$ cat src/sv/pfba_pkg.sv
`timescale 1ns / 1ps
// ----------------------------------------------------------------------------
// pfba_pkg
// Shared constants, command type and bit helpers of the page frame allocator.
// ----------------------------------------------------------------------------
package pfba_pkg;

    localparam int NUM_WORDS   = 32768;
    localparam int PAGE_SHIFT  = 12;
    localparam int WORD_BITS   = 32;
    localparam int BIT_IDX_W   = 5;
    localparam int ADDR_W      = 32;
    // word index field of a frame address (bits 31..17)
    localparam int WIDX_W      = ADDR_W - PAGE_SHIFT - BIT_IDX_W;
    localparam int RANGE_W     = WIDX_W + 1;
    localparam int MEM_AW      = (NUM_WORDS > 1) ? $clog2(NUM_WORDS) : 1;
    // counts that must also hold NUM_WORDS itself
    localparam int CNT_W       = $clog2(NUM_WORDS + 1);

    localparam logic [WORD_BITS-1:0] FULL_WORD = {WORD_BITS{1'b1}};

    localparam int QUEUE_DEPTH = 2;
    localparam int QPTR_W      = (QUEUE_DEPTH > 1) ? $clog2(QUEUE_DEPTH) : 1;
    localparam int QCNT_W      = $clog2(QUEUE_DEPTH + 1);

    localparam logic REQ_ALLOC = 1'b0;
    localparam logic REQ_FREE  = 1'b1;

    typedef struct packed {
        logic                 is_alloc;
        logic                 in_range;
        logic [WIDX_W-1:0]    word_idx;
        logic [BIT_IDX_W-1:0] bit_idx;
    } cmd_t;

    // index of the lowest clear bit; ~v & (v + 1) isolates it as a one-hot
    function automatic logic [BIT_IDX_W-1:0] lowest_zero(input logic [WORD_BITS-1:0] v);
        logic [WORD_BITS-1:0] onehot;
        logic [BIT_IDX_W-1:0] idx;
        onehot = ~v & (v + WORD_BITS'(1));
        idx    = '0;
        for (int i = 0; i < WORD_BITS; i++) begin
            if (onehot[i]) begin
                idx = idx | BIT_IDX_W'(i);
            end
        end
        return idx;
    endfunction

endpackage

$ cat src/sv/pfba_queue.sv
`timescale 1ns / 1ps
// ----------------------------------------------------------------------------
// pfba_queue
// Short command FIFO between the request intake and the bitmap engine.
// ----------------------------------------------------------------------------
module pfba_queue (
    input  logic           clk,
    input  logic           rst_n,
    input  logic           push,
    input  pfba_pkg::cmd_t push_cmd,
    output logic           full,
    input  logic           pop,
    output pfba_pkg::cmd_t pop_cmd,
    output logic           not_empty
);

    localparam logic [pfba_pkg::QPTR_W-1:0] LAST_PTR =
        pfba_pkg::QPTR_W'(pfba_pkg::QUEUE_DEPTH - 1);

    pfba_pkg::cmd_t                entry_reg [pfba_pkg::QUEUE_DEPTH];
    logic [pfba_pkg::QPTR_W-1:0]   wr_ptr_reg, wr_ptr_next;
    logic [pfba_pkg::QPTR_W-1:0]   rd_ptr_reg, rd_ptr_next;
    logic [pfba_pkg::QCNT_W-1:0]   cnt_reg, cnt_next;
    logic                          do_push, do_pop;

    assign full      = (cnt_reg == pfba_pkg::QCNT_W'(pfba_pkg::QUEUE_DEPTH));
    assign not_empty = (cnt_reg != '0);
    assign do_push   = push && !full;
    assign do_pop    = pop && not_empty;
    assign pop_cmd   = entry_reg[rd_ptr_reg];

    always_comb
    begin
        wr_ptr_next = wr_ptr_reg;
        rd_ptr_next = rd_ptr_reg;
        cnt_next    = cnt_reg;
        if (do_push) begin
            wr_ptr_next = (wr_ptr_reg == LAST_PTR) ? '0 : wr_ptr_reg + pfba_pkg::QPTR_W'(1);
        end
        if (do_pop) begin
            rd_ptr_next = (rd_ptr_reg == LAST_PTR) ? '0 : rd_ptr_reg + pfba_pkg::QPTR_W'(1);
        end
        if (do_push && !do_pop) begin
            cnt_next = cnt_reg + pfba_pkg::QCNT_W'(1);
        end else if (do_pop && !do_push) begin
            cnt_next = cnt_reg - pfba_pkg::QCNT_W'(1);
        end
    end

    always_ff @(posedge clk or negedge rst_n)
    begin
        if (!rst_n) begin
            wr_ptr_reg <= '0;
            rd_ptr_reg <= '0;
            cnt_reg    <= '0;
        end else begin
            wr_ptr_reg <= wr_ptr_next;
            rd_ptr_reg <= rd_ptr_next;
            cnt_reg    <= cnt_next;
        end
    end

    always_ff @(posedge clk)
    begin
        if (do_push) begin
            entry_reg[wr_ptr_reg] <= push_cmd;
        end
    end

endmodule

$ cat config.mk
export PLATFORM = sky130hd
export DESIGN_NAME = pfba_queue
export DESIGN_NICKNAME = d
export VERILOG_FILES = /design/src/sv/pfba_pkg.sv /design/src/sv/pfba_queue.sv
export SDC_FILE = /design/constraint.sdc
export NUM_CORES = 1
export LEC_CHECK = 0
export BUFFER_PORTS_ARGS = -buffer_cell sky130_fd_sc_hd__buf_2
export CAP_MARGIN = 20
export CORE_UTILIZATION = 46
export CTS_CLUSTER_SIZE = 24
export DETAILED_ROUTE_END_ITERATION = 7
export PLACE_DENSITY = 0.75
export SLEW_MARGIN = 5
export SYNTH_ARGS = -nofsm -noshare
export SYNTH_HDL_FRONTEND = slang
export SYNTH_SLANG_ARGS = --single-unit
$ cat constraint.sdc
create_clock -name clk -period 2.11 [get_ports clk]
set_input_delay 0 -clock clk [delete_from_list [all_inputs] [get_ports clk]]
set_output_delay 0 -clock clk [all_outputs]
set_load 0.1 [all_outputs]
==> results of run 1 <==
-- worst reg2reg max path, delay by kind of cell (launching register included) --
family                     cells  cell delay, ns
xor gates and xnor gates       1            0.15
buffers and inverters          1            0.06
DFF                            1            0.42
adders and majority gates      1            0.30
and+or+nand+nor                3            0.47
-- synth_stat cells, drive strengths merged --
| master | count |
|---|---|
| xor2 | 2 |
| or2 | 1 |
| edfxtp | 44 |
| and3 | 1 |
| inv | 2 |
| buf | 2 |
| mux2 | 22 |
| dfrtp | 4 |
| nand2 | 2 |
| ha | 1 |
| xnor2 | 3 |
| nor2 | 2 |
| nand2b | 1 |
-- cell families (layout without fill, tap and decap cells) --
group / Yosys count / after routing / share of synthesized area [%]
mux: 22 / 22 / 13.8
fa+ha+maj: 1 / 1 / 0.698
buf+inv: 4 / 85 / 1.68
flops: 48 / 48 / 79.3
xor+xnor: 5 / 5 / 2.44
simple gates: 7 / 7 / 2.03
-- placed cells by master, fill, tap and decap left out, types with 2 or more instances in the layout --
cell type / n
edfxtp_1: 44
xnor2_1: 3
xor2_1: 2
inv_1: 2
dfrtp_1: 3
mux2_2: 22
buf_4: 2
clkbuf_8: 5
dlygate4sd3_1: 24
buf_2: 49
-- timing repair --
action                                 CTS  global route
gates resized for setup                  0             1
endpoints found under the hold margin   49             0
setup endpoints to repair                0             6
hold buffers                            24             0
-- layer usage --
layer	vias up	GRT usage (%)	part of all wire (%)
met1	466	17.8	41
met5	-	0	0
met4	0	4.17	0
met3	0	5.63	5.8
met2	38	27.2	53
li1	486	-	-
-- cell type report --
type | count | area, µm²
clock buffers | 6 | 72.6
clock inverters | 2 | 35.0
fillers | 267 | 1250
inverters | 2 | 7.51
multi-input cells | 35 | 343
flip-flops and latches | 48 | 1420
well taps | 48 | 60.1
repair buffers | 75 | 500
-- worst max-delay path by stage --
| stage | slack [ns] | cells past startpoint | startpoint | endpoint |
|---|---|---|---|---|
| floorplan | 0.14 | 3 | cnt_reg[0] | entry_reg[0][0] |
| global placement | 0.43 | 2 | rd_ptr_reg | pop_cmd[18] |
| detailed placement | 0.42 | 2 | rd_ptr_reg | pop_cmd[18] |
| CTS | 0.07 | 2 | rd_ptr_reg | pop_cmd[18] |
| global route | 0.34 | 2 | rd_ptr_reg | pop_cmd[9] |
| finish | 0.43 | 2 | rd_ptr_reg | pop_cmd[18] |
-- metrics by stage --
step | instances | worst slack, ns
2_1_floorplan | 87 | 0.145
3_3_place_gp | 184 | 0.430
3_5_place_dp | 184 | 0.417
4_1_cts | 216 | 0.0658
5_1_grt | 216 | 0.338
6_report | 216 | 0.426
==> metrics.md, run 1 <==
| Metric | Value |
|---|---|
| Worst Setup Start Kind | `flip-flop` |
| DP Wirelength | `1770 µm` |
| Post-layout util | `about two thirds` |
| WP data arrival | `1.68 ns` |
| First-pass GRT wire length | `roughly 4700 µm` |
| Crit-path max cell delay | `0.69 ns` |
| Area Overhead vs Synth | `36.2%` |
| Fin. Hold Viols | `0` |
| WP buf/inv | `1` |
| Endpoint class of the critical path | `output pin` |
| Minimum hold slack | `between 0.03 and 0.04 ns` |
| Total routing usage reported by global routing | `15.5%` |
| RSZ-0062 raised after global routing | `false` |
| Via Count | `990` |
| Initial antenna violation count | `0` |
| #FFs+latches synth | `48` |
| Unique masters post-synth | `14` |
| Worst reg2reg path depth | `6` |
| Reg-to-Reg Start | `cnt_reg[0]` |
| Clk_skew | `roughly 0.0039 ns` |
| Placed Area | `2090 µm²` |
| Ports | `50` |
| Cell area after layout | `about 2400 µm²` |
| Largest net degree at the start of global routing | `24` |
| Fin nets | `approximately 190` |
| Grt ovf | `0` |
| PortBufs | `between 40 and 50` |
| Synthesized area per cell | `slightly above 20 µm²` |
| CP max stage cell | `dfrtp_2` |
| Antenna-violating nets left | `0` |
| Via density | `around 4.6` |
| DIE HEIGHT | `64.4 µm` |
| Crit-path cells | `mux2_2, buf_2` |
| Register area share after synthesis | `79.3%` |
| Syn Inst Count | `87` |
| Pre-antenna DRT Iters | `4` |
| Req. time, crit path | `~2.1 ns` |
| Setup TNS | `0 ns` |
| Crit path max-delay family | `flip-flops` |
| Worst skew pair latency | `just under 0.3 ns` |
| Number of global-route vias before repair | `1,068` |
| Row count | `22` |
| GP Congestion | `around 0.66` |
| Reg clk slew, reported paths | `0.08 ns` |
| Mapped Nets | `roughly 110` |
| Yosys top cell area share | `about three quarters` |
| H-tree depth | `2` |
| Fin crit period | `1.68 ns` |
| Inserted Diodes | `0` |
| MaxCap Viol Count | `0` |
| Share of cells above drive strength 1 | `between 40% and 50%` |
| Cell Area, Synth | `~1800 µm²` |
| R2r setup slk | `~0.63 ns` |
| Worst Hold Class | `in -> async` |
| Finish-stage setup viols | `0` |
| Die X | `~64 µm` |
| Final wirelength | `2880 µm` |
| Initial Util | `48.6%` |
| Biggest area consumer among synthesized cells | `edfxtp_1` |
| RR Endpoint | `cnt_reg[1]` |
| Fmax | `0.594 GHz` |
| Num CTS Buffers | `5` |
| Status | `finished clean` |
| Crit share post-route | `about four fifths` |
| CTS tree | `done` |
| Drt initial violations | `44` |
| Die ar. | `approximately 4100 µm²` |
| Synth top area cells | `edfxtp_1, mux2_2, dfrtp_1, xnor2_1, buf_6` |
| Relative max-transition margin | `~67%` |
| Core ar. | `3690 µm²` |
| WL/cell | `13.3 µm` |
| Slew Limit Fails | `0` |
| Critical Path Fanout Max | `23` |
| Setup repair bufs after CTS | `0` |
| Clk buf depth | `2` |
| CTS Sinks | `48` |
| Max reg flops | `between 40 and 50` |
| # DRC | `0` |
| Critical setup path kind | `reg -> out` |
| Yosys warning count | `0` |
| Tightest Pin Transition | `between 0.5 and 0.6 ns` |
| CTS Root Cell | `clkbuf_8` |
Power of run 1 is not shown: default switching activity piles up to over one toggle a cycle in this logic, so the estimate is an artifact.
==> run 2, diff against run 1 <==
- clock period: 2.11 -> 1.4 ns (I/O delays scaled with it)
==> metrics.md, run 2 (synthesis results as in run 1) <==
| Metric | Value |
|---|---|
| Die ar. | `between 4000 and 5000 µm²` |
| Req. time, crit path | `~1.4 ns` |
| WP data arrival | `between 1 and 1.5 ns` |
| Fillers | `a little under 200` |
| Fmax | `between 0.6 and 0.7 GHz` |
| DP Worst Slack | `-0.0488 ns` |
| Fin nets | `between 200 and 250` |
| CTS Sinks | `48` |
| Failing checks | `setup timing` |
| Via Count | `1,073` |
| Fin. Hold Viols | `0` |
| Fin crit period | `1.44 ns` |
| Post-layout util | `just over 80%` |
| Max reg flops | `44` |
| Minimum hold slack | `~0.024 ns` |
| Initial Util | `between 40% and 50%` |
| Share of cells above drive strength 1 | `56.5%` |
| PnR worst setup slack | `-0.0361 ns` |
| R2r setup slk | `-0.03 ns` |
| Final wirelength | `about 3700 µm` |
| Crit path max-delay family | `flip-flops` |
| PortBufs | `slightly below 50` |
| Cell area after layout | `between 2000 and 3000 µm²` |
| First-pass GRT wire length | `around 5600 µm` |
| Initial antenna violation count | `0` |
| Die X | `roughly 64 µm` |
| Area of the multi-input gates | `between 400 and 500 µm²` |
| Row count | `22` |
| Crit-path cells | `buf_12, mux2_2, buf_12` |
| Worst Setup Start Kind | `flip-flop` |
| Grt ovf | `0` |
| Register Area | `~1400 µm²` |
| Crit share post-route | `103%` |
| Inserted Diodes | `0` |
| Endpoint class of the critical path | `output pin` |
| DP Wirelength | `2160 µm` |
| Ports | `50` |
| MaxCap Viol Count | `0` |
| Total routing usage reported by global routing | `between 10% and 20%` |
| GP Congestion | `roughly 0.66` |
| Crit-path max cell delay | `about 0.44 ns` |
| CTS tree | `done` |
| Finish-stage setup viols | `18` |
| Worst skew pair latency | `~0.30 ns` |
| Clk buf depth | `2` |
| Area Overhead vs Synth | `66.3%` |
| Clk_skew | `~0.0049 ns` |
| CTS Root Cell | `clkbuf_8` |
| H-tree depth | `2` |
| Status | `finished with violations` |
| Relative max-transition margin | `between 60% and 70%` |
| Core ar. | `roughly 3700 µm²` |
| Via density | `roughly 4.8` |
| Commonest cells after routing, fill and taps aside | `edfxtp_1, buf_2, dlygate4sd3_1, buf_12, mux2_4` |
| Antenna-violating nets left | `0` |
| Pre-antenna DRT Iters | `4` |
| Worst Hold Class | `in -> async` |
| Critical Path Fanout Max | `9` |
| Num CTS Buffers | `5` |
| Critical path's most frequent cell | `buf_12` |
| Slew Limit Fails | `0` |
| CP max stage cell | `dfrtp_2` |
| Critical setup path kind | `reg -> out` |
| Tightest Pin Transition | `0.483 ns` |
| WL/cell | `16.5 µm` |
| Number of global-route vias before repair | `around 1,200` |
| Reg clk slew, reported paths | `~0.08 ns` |
| Drt initial violations | `18` |
| Most common cell after layout, fill and taps aside | `edfxtp_1` |
| RSZ-0062 raised after global routing | `true` |
| # DRC | `0` |
| DIE HEIGHT | `around 64 µm` |
| WP buf/inv | `2` |
| Largest net degree at the start of global routing | `23` |
| Placed Area | `2510 µm²` |
run 2: cell count changes in the layout (fill, tap and decap cells not counted), moves of 3 or more:
cell / previous run / this run
buf_12: 0 / 24
buf_2: 49 / 26
mux2_2: 22 / 8
mux2_4: 0 / 14
buf_4: 2 / 5
buf_6: 0 / 3
run 2: layer usage:
metal | vias to the layer above | track usage, % | share of wire [%]
met5 | - | 0 | 0
met4 | 0 | 8.06 | 1.4
met3 | 7 | 5.46 | 3.7
met2 | 34 | 36.3 | 58
met1 | 526 | 19.8 | 37
li1 | 506 | - | -
run 2: timing repair:
action,in CTS,in global routing
setup endpoints to repair,41,42
gates cloned,0,1
hold buffers,24,0
gates resized for setup,1,23
pin swaps,3,3
hold endpoints to repair,49,0
setup buffers,2,1
run 2: layout make-up:
type / instances / area share [%]
Inverter: 2 / 0.252
Clock inverter: 1 / 0.252
Timing Repair Buffer: 84 / 32.0
Clock buffer: 7 / 2.90
Sequential cell: 48 / 47.8
Tap cell: 48 / 2.02
Multi-Input combinational cell: 35 / 14.7
run 2: worst paths after layout:
| kind | from | depth (start not counted) | end |
|---|---|---|---|
| setup / recovery | rd_ptr_reg | 3 | pop_cmd[16] |
| hold / removal | rst_n | 2 | cnt_reg[1] |
| setup reg to reg | cnt_reg[0] | 6 | cnt_reg[1] |
| hold reg to reg | cnt_reg[1] | 1 | cnt_reg[1] |
| max in group asynchronous | rst_n | 2 | rd_ptr_reg |
| min in group clk | push | 4 | wr_ptr_reg |
run 2: through the flow:
step	cells	TNS, ns
after detailed placement	189	-0.163
after global placement	189	0
after floorplan	87	-0.0599
final	225	-0.405
after CTS	223	-0.398
after global routing	225	-1.19
run 2: worst register-to-register path, stage by stage, from the launching register on:
cell     delay, ns
dfrtp_1       0.43
or2_4         0.29
nand2_4       0.08
ha_4          0.14
xor2_2        0.15
nor2_1        0.08
xor2_1        0.16
Power of run 2 is left out for the same reason.
